## src/pfpes_pkg.sv

```systemverilog
// Shared types, constants and command tables of the parallel flash sequencer.
package pfpes_pkg;

	localparam int BUF_DEPTH   = 4096;
	localparam int BUF_AW      = $clog2(BUF_DEPTH);
	localparam int MAX_UNIT    = 32;
	localparam int RETRY_LIMIT = 20;
	localparam int UNIT_W      = 6;
	localparam int TOGGLE_BIT  = 6;

	localparam logic [7:0] CMD_UNLOCK1     = 8'hAA;
	localparam logic [7:0] CMD_UNLOCK2     = 8'h55;
	localparam logic [7:0] CMD_PROGRAM     = 8'hA0;
	localparam logic [7:0] CMD_ERASE_SETUP = 8'h80;
	localparam logic [7:0] CMD_CHIP_ERASE  = 8'h10;
	localparam logic [7:0] ERASED_BYTE     = 8'hFF;

	typedef enum logic [1:0] {
		OP_LOAD    = 2'd0,
		OP_PROGRAM = 2'd1,
		OP_ERASE   = 2'd2,
		OP_TICK    = 2'd3
	} opcode_t;

	typedef enum logic [1:0] {
		AK_NONE  = 2'd0,
		AK_WRITE = 2'd1,
		AK_POLL  = 2'd2
	} access_kind_t;

	typedef enum logic [2:0] {
		PH_IDLE         = 3'd0,
		PH_ERASE        = 3'd1,
		PH_ERASE_WAIT   = 3'd2,
		PH_PROGRAM      = 3'd3,
		PH_TOGGLE_FIRST = 3'd4,
		PH_TOGGLE_CHECK = 3'd5
	} phase_t;

	typedef enum logic [3:0] {
		CFG_UNLOCK_A     = 4'd0,
		CFG_UNLOCK_B     = 4'd1,
		CFG_UNIT_BYTES   = 4'd2,
		CFG_VERIFY_RETRY = 4'd3
	} cfg_index_t;

	// Bus command sequences driven out of the table below
	typedef enum logic [1:0] {
		SQ_NONE   = 2'd0,
		SQ_POLL   = 2'd1,
		SQ_ERASE  = 2'd2,
		SQ_UNLOCK = 2'd3
	} seq_t;

	typedef enum logic [1:0] {
		AS_ZERO     = 2'd0,
		AS_UNLOCK_A = 2'd1,
		AS_UNLOCK_B = 2'd2,
		AS_BASE     = 2'd3
	} addr_sel_t;

	typedef struct packed {
		access_kind_t kind;
		addr_sel_t    asel;
		logic [7:0]   data;
		logic         fin;
	} beat_def_t;

	typedef struct packed {
		logic [15:0]       unlock_a;
		logic [15:0]       unlock_b;
		logic [UNIT_W-1:0] unit;
		logic              retry_on;
	} cfg_t;

	typedef struct packed {
		opcode_t     opcode;
		logic [11:0] buffer_index;
		logic [7:0]  buffer_byte;
		logic [15:0] target_address;
		logic [12:0] byte_count;
		logic [7:0]  poll_byte;
		logic        verify_ok;
	} in_item_t;

	typedef struct packed {
		access_kind_t kind;
		logic [15:0]  addr;
		logic [7:0]   data;
		phase_t       phase;
		logic [4:0]   retry;
		logic         last;
	} beat_t;

	typedef struct packed {
		logic              we;
		logic              re;
		logic [BUF_AW-1:0] addr;
		logic [7:0]        wdata;
	} ram_req_t;

	function automatic beat_def_t seq_beat(seq_t seq, logic [2:0] idx);
		beat_def_t d;
		unique case (seq)
			SQ_NONE: d = '{AK_NONE, AS_ZERO, 8'h00, 1'b1};
			SQ_POLL: d = '{AK_POLL, AS_BASE, 8'h00, 1'b1};
			SQ_ERASE: begin
				unique case (idx)
					3'd0:    d = '{AK_WRITE, AS_UNLOCK_A, CMD_UNLOCK1, 1'b0};
					3'd1:    d = '{AK_WRITE, AS_UNLOCK_B, CMD_UNLOCK2, 1'b0};
					3'd2:    d = '{AK_WRITE, AS_UNLOCK_A, CMD_ERASE_SETUP, 1'b0};
					3'd3:    d = '{AK_WRITE, AS_UNLOCK_A, CMD_UNLOCK1, 1'b0};
					3'd4:    d = '{AK_WRITE, AS_UNLOCK_B, CMD_UNLOCK2, 1'b0};
					default: d = '{AK_WRITE, AS_UNLOCK_A, CMD_CHIP_ERASE, 1'b1};
				endcase
			end
			SQ_UNLOCK: begin
				unique case (idx)
					3'd0:    d = '{AK_WRITE, AS_UNLOCK_A, CMD_UNLOCK1, 1'b0};
					3'd1:    d = '{AK_WRITE, AS_UNLOCK_B, CMD_UNLOCK2, 1'b0};
					default: d = '{AK_WRITE, AS_UNLOCK_A, CMD_PROGRAM, 1'b1};
				endcase
			end
			default: d = '{AK_NONE, AS_ZERO, 8'h00, 1'b1};
		endcase
		return d;
	endfunction

endpackage

```

## src/pfpes_seq.sv

```systemverilog
// Sequencer: item decode, flash state and bus beat generation with buffer and bus address steppers.
module pfpes_seq import pfpes_pkg::*; (
	input  logic       clk,
	input  logic       arst_n,
	input  cfg_t       cfg,
	input  logic       in_valid,
	output logic       in_ready,
	input  in_item_t   in_item,
	output ram_req_t   ram_req,
	input  logic [7:0] ram_rdata,
	output logic       out_valid,
	input  logic       out_ready,
	output beat_t      out_beat
);

	typedef enum logic [2:0] {
		ST_IDLE,
		ST_CHK,
		ST_CMD,
		ST_RD,
		ST_DAT
	} st_t;

	st_t               st_q;
	phase_t            phase_q;
	logic              erase_q;
	logic [15:0]       cur_q;
	logic [BUF_AW-1:0] off_q;
	logic [12:0]       left_q;
	logic              toggle_q;
	logic [4:0]        retry_q;
	logic [15:0]       base_q;
	seq_t              seq_q;
	logic [2:0]        idx_q;
	logic [UNIT_W-1:0] cnt_q;
	logic [BUF_AW-1:0] rd_ptr_q;
	logic [15:0]       wr_addr_q;
	logic              out_valid_q;
	beat_t             beat_q;

	logic              accept;
	logic              out_free;
	logic              prog_tick;
	logic              dat_last;
	logic              poll_dq6;
	logic              load;
	beat_t             ld_beat;
	beat_def_t         def;
	logic [15:0]       def_addr;

	phase_t            nx_phase;
	logic              nx_erase;
	logic [15:0]       nx_cur;
	logic [BUF_AW-1:0] nx_off;
	logic [12:0]       nx_left;
	logic              nx_toggle;
	logic [4:0]        nx_retry;
	seq_t              nx_seq;

	assign in_ready  = (st_q == ST_IDLE);
	assign accept    = in_valid && in_ready;
	assign out_free  = !out_valid_q || out_ready;
	assign prog_tick = (in_item.opcode == OP_TICK) && (phase_q == PH_PROGRAM);
	assign dat_last  = (cnt_q == cfg.unit - UNIT_W'(1));
	assign poll_dq6  = in_item.poll_byte[TOGGLE_BIT];

	// State update of one accepted item
	always_comb begin
		nx_phase  = phase_q;
		nx_erase  = erase_q;
		nx_cur    = cur_q;
		nx_off    = off_q;
		nx_left   = left_q;
		nx_toggle = toggle_q;
		nx_retry  = retry_q;
		nx_seq    = SQ_NONE;
		unique case (in_item.opcode)
			OP_LOAD: begin
			end
			OP_PROGRAM, OP_ERASE: begin
				nx_erase = (in_item.opcode == OP_ERASE);
				nx_phase = nx_erase ? PH_ERASE : PH_PROGRAM;
				nx_cur   = in_item.target_address;
				nx_left  = nx_erase ? 13'(cfg.unit) : in_item.byte_count;
				nx_off   = '0;
				nx_retry = '0;
			end
			OP_TICK: begin
				unique case (phase_q)
					PH_ERASE: begin
						nx_seq   = SQ_ERASE;
						nx_phase = PH_ERASE_WAIT;
					end
					PH_ERASE_WAIT: begin
						nx_seq = SQ_POLL;
						if (in_item.poll_byte == ERASED_BYTE) begin
							nx_phase = PH_IDLE;
						end
					end
					PH_PROGRAM: begin
						nx_phase = PH_TOGGLE_FIRST;
					end
					PH_TOGGLE_FIRST: begin
						nx_seq    = SQ_POLL;
						nx_toggle = poll_dq6;
						nx_phase  = PH_TOGGLE_CHECK;
					end
					PH_TOGGLE_CHECK: begin
						nx_seq    = SQ_POLL;
						nx_toggle = poll_dq6;
						if (toggle_q == poll_dq6) begin
							if (cfg.retry_on && !erase_q && retry_q < 5'(RETRY_LIMIT) &&
							    !in_item.verify_ok) begin
								// reprogram the unit, keep the toggle sample
								nx_retry  = retry_q + 5'd1;
								nx_phase  = PH_PROGRAM;
								nx_toggle = toggle_q;
							end else begin
								nx_retry = '0;
								nx_cur   = cur_q + 16'(cfg.unit);
								nx_off   = off_q + BUF_AW'(cfg.unit);
								nx_left  = (left_q > 13'(cfg.unit)) ? left_q - 13'(cfg.unit) : '0;
								nx_phase = (nx_left == '0 || erase_q) ? PH_IDLE : PH_PROGRAM;
							end
						end
					end
					default: nx_phase = PH_IDLE;
				endcase
			end
			default: begin
			end
		endcase
	end

	// Beat selection
	always_comb begin
		def = seq_beat(seq_q, idx_q);
		unique case (def.asel)
			AS_ZERO:     def_addr = '0;
			AS_UNLOCK_A: def_addr = cfg.unlock_a;
			AS_UNLOCK_B: def_addr = cfg.unlock_b;
			AS_BASE:     def_addr = base_q;
			default:     def_addr = '0;
		endcase
		load    = 1'b0;
		ld_beat = '{def.kind, def_addr, def.data, phase_q, retry_q,
		            def.fin && (seq_q != SQ_UNLOCK)};
		if (st_q == ST_CMD) begin
			load = out_free;
		end else if (st_q == ST_DAT) begin
			load    = out_free;
			ld_beat = '{AK_WRITE, wr_addr_q, ram_rdata, phase_q, retry_q, dat_last};
		end
	end

	// Buffer port: load writes, skip check and byte fetch
	always_comb begin
		ram_req.we    = accept && (in_item.opcode == OP_LOAD);
		ram_req.wdata = in_item.buffer_byte;
		ram_req.re    = 1'b0;
		ram_req.addr  = in_item.buffer_index[BUF_AW-1:0];
		unique case (st_q)
			ST_IDLE: begin
				if (accept && prog_tick) begin
					ram_req.re   = 1'b1;
					ram_req.addr = off_q;
				end
			end
			ST_RD: begin
				ram_req.re   = 1'b1;
				ram_req.addr = rd_ptr_q;
			end
			ST_DAT: begin
				// fetch ahead while the current byte leaves
				if (out_free && !dat_last) begin
					ram_req.re   = 1'b1;
					ram_req.addr = rd_ptr_q + BUF_AW'(1);
				end
			end
			default: begin
			end
		endcase
	end

	always_ff @(posedge clk or negedge arst_n) begin
		if (!arst_n) begin
			st_q        <= ST_IDLE;
			phase_q     <= PH_IDLE;
			erase_q     <= 1'b0;
			cur_q       <= '0;
			off_q       <= '0;
			left_q      <= '0;
			toggle_q    <= 1'b0;
			retry_q     <= '0;
			base_q      <= '0;
			seq_q       <= SQ_NONE;
			idx_q       <= '0;
			cnt_q       <= '0;
			rd_ptr_q    <= '0;
			wr_addr_q   <= '0;
			out_valid_q <= 1'b0;
		end else begin
			if (load) begin
				out_valid_q <= 1'b1;
			end else if (out_ready) begin
				out_valid_q <= 1'b0;
			end
			unique case (st_q)
				ST_IDLE: begin
					if (accept) begin
						phase_q  <= nx_phase;
						erase_q  <= nx_erase;
						cur_q    <= nx_cur;
						off_q    <= nx_off;
						left_q   <= nx_left;
						toggle_q <= nx_toggle;
						retry_q  <= nx_retry;
						base_q   <= cur_q;
						seq_q    <= nx_seq;
						idx_q    <= '0;
						st_q     <= prog_tick ? ST_CHK : ST_CMD;
					end
				end
				ST_CHK: begin
					// a one-byte unit of erased value needs no program cycle
					seq_q <= (cfg.unit == UNIT_W'(1) && ram_rdata == ERASED_BYTE) ?
					         SQ_NONE : SQ_UNLOCK;
					idx_q <= '0;
					st_q  <= ST_CMD;
				end
				ST_CMD: begin
					if (out_free) begin
						if (def.fin) begin
							if (seq_q == SQ_UNLOCK) begin
								cnt_q     <= '0;
								rd_ptr_q  <= off_q;
								wr_addr_q <= base_q;
								st_q      <= ST_RD;
							end else begin
								st_q <= ST_IDLE;
							end
						end else begin
							idx_q <= idx_q + 3'd1;
						end
					end
				end
				ST_RD: begin
					st_q <= ST_DAT;
				end
				ST_DAT: begin
					if (out_free) begin
						if (dat_last) begin
							st_q <= ST_IDLE;
						end else begin
							cnt_q     <= cnt_q + UNIT_W'(1);
							rd_ptr_q  <= rd_ptr_q + BUF_AW'(1);
							wr_addr_q <= wr_addr_q + 16'd1;
						end
					end
				end
				default: st_q <= ST_IDLE;
			endcase
		end
	end

	always_ff @(posedge clk) begin
		if (load) begin
			beat_q <= ld_beat;
		end
	end

	assign out_valid = out_valid_q;
	assign out_beat  = beat_q;

endmodule

```

## config.mk

```make
export PLATFORM = sky130hd
export DESIGN_NAME = pfpes_seq
export DESIGN_NICKNAME = d
export VERILOG_FILES = /design/src/pfpes_pkg.sv /design/src/pfpes_seq.sv
export SDC_FILE = /design/constraint.sdc
export NUM_CORES = 1
export LEC_CHECK = 0
export ABC_AREA = 1
export BUFFER_PORTS_ARGS = -buffer_cell sky130_fd_sc_hd__buf_2
export CELL_PAD_IN_SITES_DETAIL_PLACEMENT = 1
export CELL_PAD_IN_SITES_GLOBAL_PLACEMENT = 2
export CORE_ASPECT_RATIO = 0.9
export CORE_MARGIN = 2
export CORE_UTILIZATION = 32
export DETAILED_ROUTE_END_ITERATION = 8
export PLACE_DENSITY = 0.89
export REMOVE_ABC_BUFFERS = 1
export SYNTH_ARGS = -nofsm -noshare
export SYNTH_HDL_FRONTEND = slang
export SYNTH_SLANG_ARGS = --single-unit
```

## constraint.sdc

```tcl
create_clock -name clk -period 3.75 [get_ports clk]
set_input_delay 0.375 -clock clk [delete_from_list [all_inputs] [get_ports clk]]
set_output_delay 0.375 -clock clk [all_outputs]
set_load 0.1 [all_outputs]
```

==> run metrics <==
CP max FO 14; Syn-to-layout area delta 20.3%; drt total wl 30700 um; Top Ports between 150 and 200; first-pass GRT wire length 49600 um; row count 59; synthesized cell area between 9000 and 10000 sq um; DRT iter0 DRCs between 400 and 500; largest net degree at the start of global routing 60; fin crit share ~93%; Num Clock Sinks 145; Placed Cells ~1800; Area contributors post-synth dfrtp_1 (29%), nand2_1 (12%), edfxtp_1 (11%), inv_1 (6.3%), o21ai_0 (6.0%); Worst slew margin between 30% and 40%; Die ar. 30900 sq um; number of synthesized flops with an enable pin 35; min-delay worst type in -> async; final hold violations 3; pre-CTS setup slack about 0.34 ns; RSZ-0062 raised after global routing no; cts bufs inserted 17; Worst Tran Pin Value 0.934 ns; Yosys top cell area share 29.1%; WP data required between 3 and 4 ns; via count 9019; vias per cell 5.02; R2R cell count 17; list of most frequent post-synthesis cells nand2_1 (311), inv_1 (159), o21ai_0 (113), dfrtp_1 (110), nor2_1 (100); Max Fclk about 290 MHz; Synth Warn # 0; router iterations before antenna repair 5; vias in the first global route between 9000 and 10000; Final Wtd Congestion slightly above 0.8; Setup Skew 0.0130 ns; FILL cells between 3000 and 4000; Post-Synthesis Cells around 1200; worst setup path class reg -> out; fraction of registers with async set/reset between 70% and 80%; post-synthesis sequential area ratio between 40% and 50%; Comb power frac ~60%; Leak Pwr about 5.4 nW; CP startpoint kind flip-flop; Root Driver clkbuf_16; largest area contributor in the netlist dfrtp_1; status finished, violations left; worst-case vdd ir drop roughly 450 uV; Top FF cell, synth dfrtp_1; power per cell area ~1000 nW/um^2; Synth cell types 53; PortBufs roughly 150; failing checks negative hold slack; antenna violations before repair 0; syn_area_per_cell 7.60 sq um; GRT Residual Overflow 0; DRC 0; Final Power between 0.01 and 0.015 W; die width 185 um; final setup TNS 0 ns; ANT cells 0; Switching Share 55.0%; layout cells sized above 1 approximately 17%; top-count cell post-synth nand2_1; clock share of power between 10% and 20%; crit path capture type primary output; Seq cells post-synth between 100 and 150; core footprint 29000 sq um; Starting Density 32.6%; final hold slack -0.0123 ns; Reg power frac approximately a quarter; total internal power between 0.005 and 0.006 W; CTS clock-pin slew for the worst setup and hold paths 0.06 ns; final setup fails 0; DP HPWL roughly 23000 um; CTS tree built; P_sw between 0.006 and 0.007 W; fin worst setup slack between 0.2 and 0.25 ns; number of max-cap violations 0; DR WL/cell around 17 um; Antenna Nets Post-Route 0; Pins Over Slew Limit 0; Final #Nets ~1500; die height approximately 170 um; Worst Path Arrival ~3.1 ns; H-tree Lvls 4; Tot GR Track Use between 20% and 30%; Setup Buffers After CTS 0; Final min period 3.51 ns; Clock Path Buffers 2; Layout Cells excl Fill 1796; worst-skew pair later-pin latency roughly 0.44 ns
==> per-layer routing <==
metal	GRT usage, %	vias up	routed length (um)
li1	-	4446	-
met1	27.9	4410	14500
met2	33.9	148	14600
met3	3.78	15	1410
met4	3.86	0	228
met5	0	-	0
==> worst paths after layout <==
check | start | endpoint | slack, ns
hold reg to reg | phase_q[2] | out_beat[8] | 0.47
setup reg to reg | st_q[2] | cur_q[10] | 0.81
min in group clk | in_item[18] | left_q[9] | 0.19
hold / removal | arst_n | left_q[9] | -0.01
setup / recovery | st_q[2] | ram_req[19] | 0.24
max in group asynchronous | arst_n | wr_addr_q[1] | 2.97
==> area by class of cell <==
cell class,count,area (sq um),area share (%)
clock buffers,19,454,3.99
clock inverters,13,146,1.29
inverters,169,643,5.65
multi-input cells,881,4760,41.9
flip-flops and latches,145,3800,33.4
well taps,396,495,4.36
repair buffers,172,1060,9.31
repair inverters,1,7.51,0.0660
==> cell usage in the layout, fill, tap and decap left out, types with 4 or more instances in the layout <==
cell / instances
inv_4: 4
o2111ai_1: 7
o21ai_1: 10
ha_1: 33
inv_2: 7
buf_4: 19
xor2_1: 21
o211ai_1: 32
dfrtp_1: 110
xnor2_1: 11
edfxtp_1: 35
o221ai_2: 4
nor2_8: 5
o21ai_0: 113
inv_6: 5
a31oi_1: 5
buf_12: 10
a22oi_1: 19
nand3_1: 72
buf_2: 143
clkbuf_16: 18
a21oi_1: 61
nand2_1: 311
nor3_1: 14
nor2_1: 98
a221oi_1: 6
nand4_1: 16
inv_1: 158
==> kinds of logic (layout without fill, tap and decap cells) <==
family / count (synthesis) / count (layout) / synth area share [%]
buf+inv: 217 / 374 / 9.56
fa+ha+maj: 36 / 36 / 5.00
mux: 3 / 3 / 0.357
flops: 145 / 145 / 40.2
xor+xnor: 32 / 32 / 2.97
simple gates: 532 / 532 / 24.0
compound gates: 278 / 278 / 17.8
==> critical path, stage by stage, from the launching register on <==
cell        delay (ns)
dfrtp_1           0.44
nor2_2            0.14
inv_2             0.08
nor2_8            0.11
inv_2             0.18
nor2_8            0.15
inv_4             0.08
nor2_2            0.40
clkinvlp_4        0.40
o21ai_0           0.26
o2111ai_1         0.14
buf_2             0.31
==> power by group through the flow <==
| stage | logic [W] | clock network, W | registers, W |
|---|---|---|---|
| floorplan | 0.00364 | 0 | 0.00430 |
| global placement | 0.00667 | 0 | 0.00297 |
| CTS | 0.00687 | 0.00183 | 0.00298 |
| detailed placement | 0.00684 | 0 | 0.00300 |
| global route | 0.00745 | 0.00189 | 0.00307 |
| finish | 0.00683 | 0.00179 | 0.00297 |
==> sequential cells by signal, summed over array words and instances (netlist names), 5 cells and up <==
signal     flops
left_q        13
retry_q        5
out_beat      35
cnt_q          6
wr_addr_q     16
rd_ptr_q      12
base_q        16
off_q         12
cur_q         16
==> timing repair <==
action                                  4_1_cts  5_1_grt
endpoints found under the setup margin        0       12
hold buffers                                  0        0
gates resized for setup                       0        4
==> metrics by stage <==
stage	util, %	instance area (sq um)
finish	39.2	11400
global route	39.2	11400
CTS	39.1	11400
detailed placement	37.1	10800
global placement	37.1	10800
floorplan	-	9190
(Power assumes the default switching activity.)
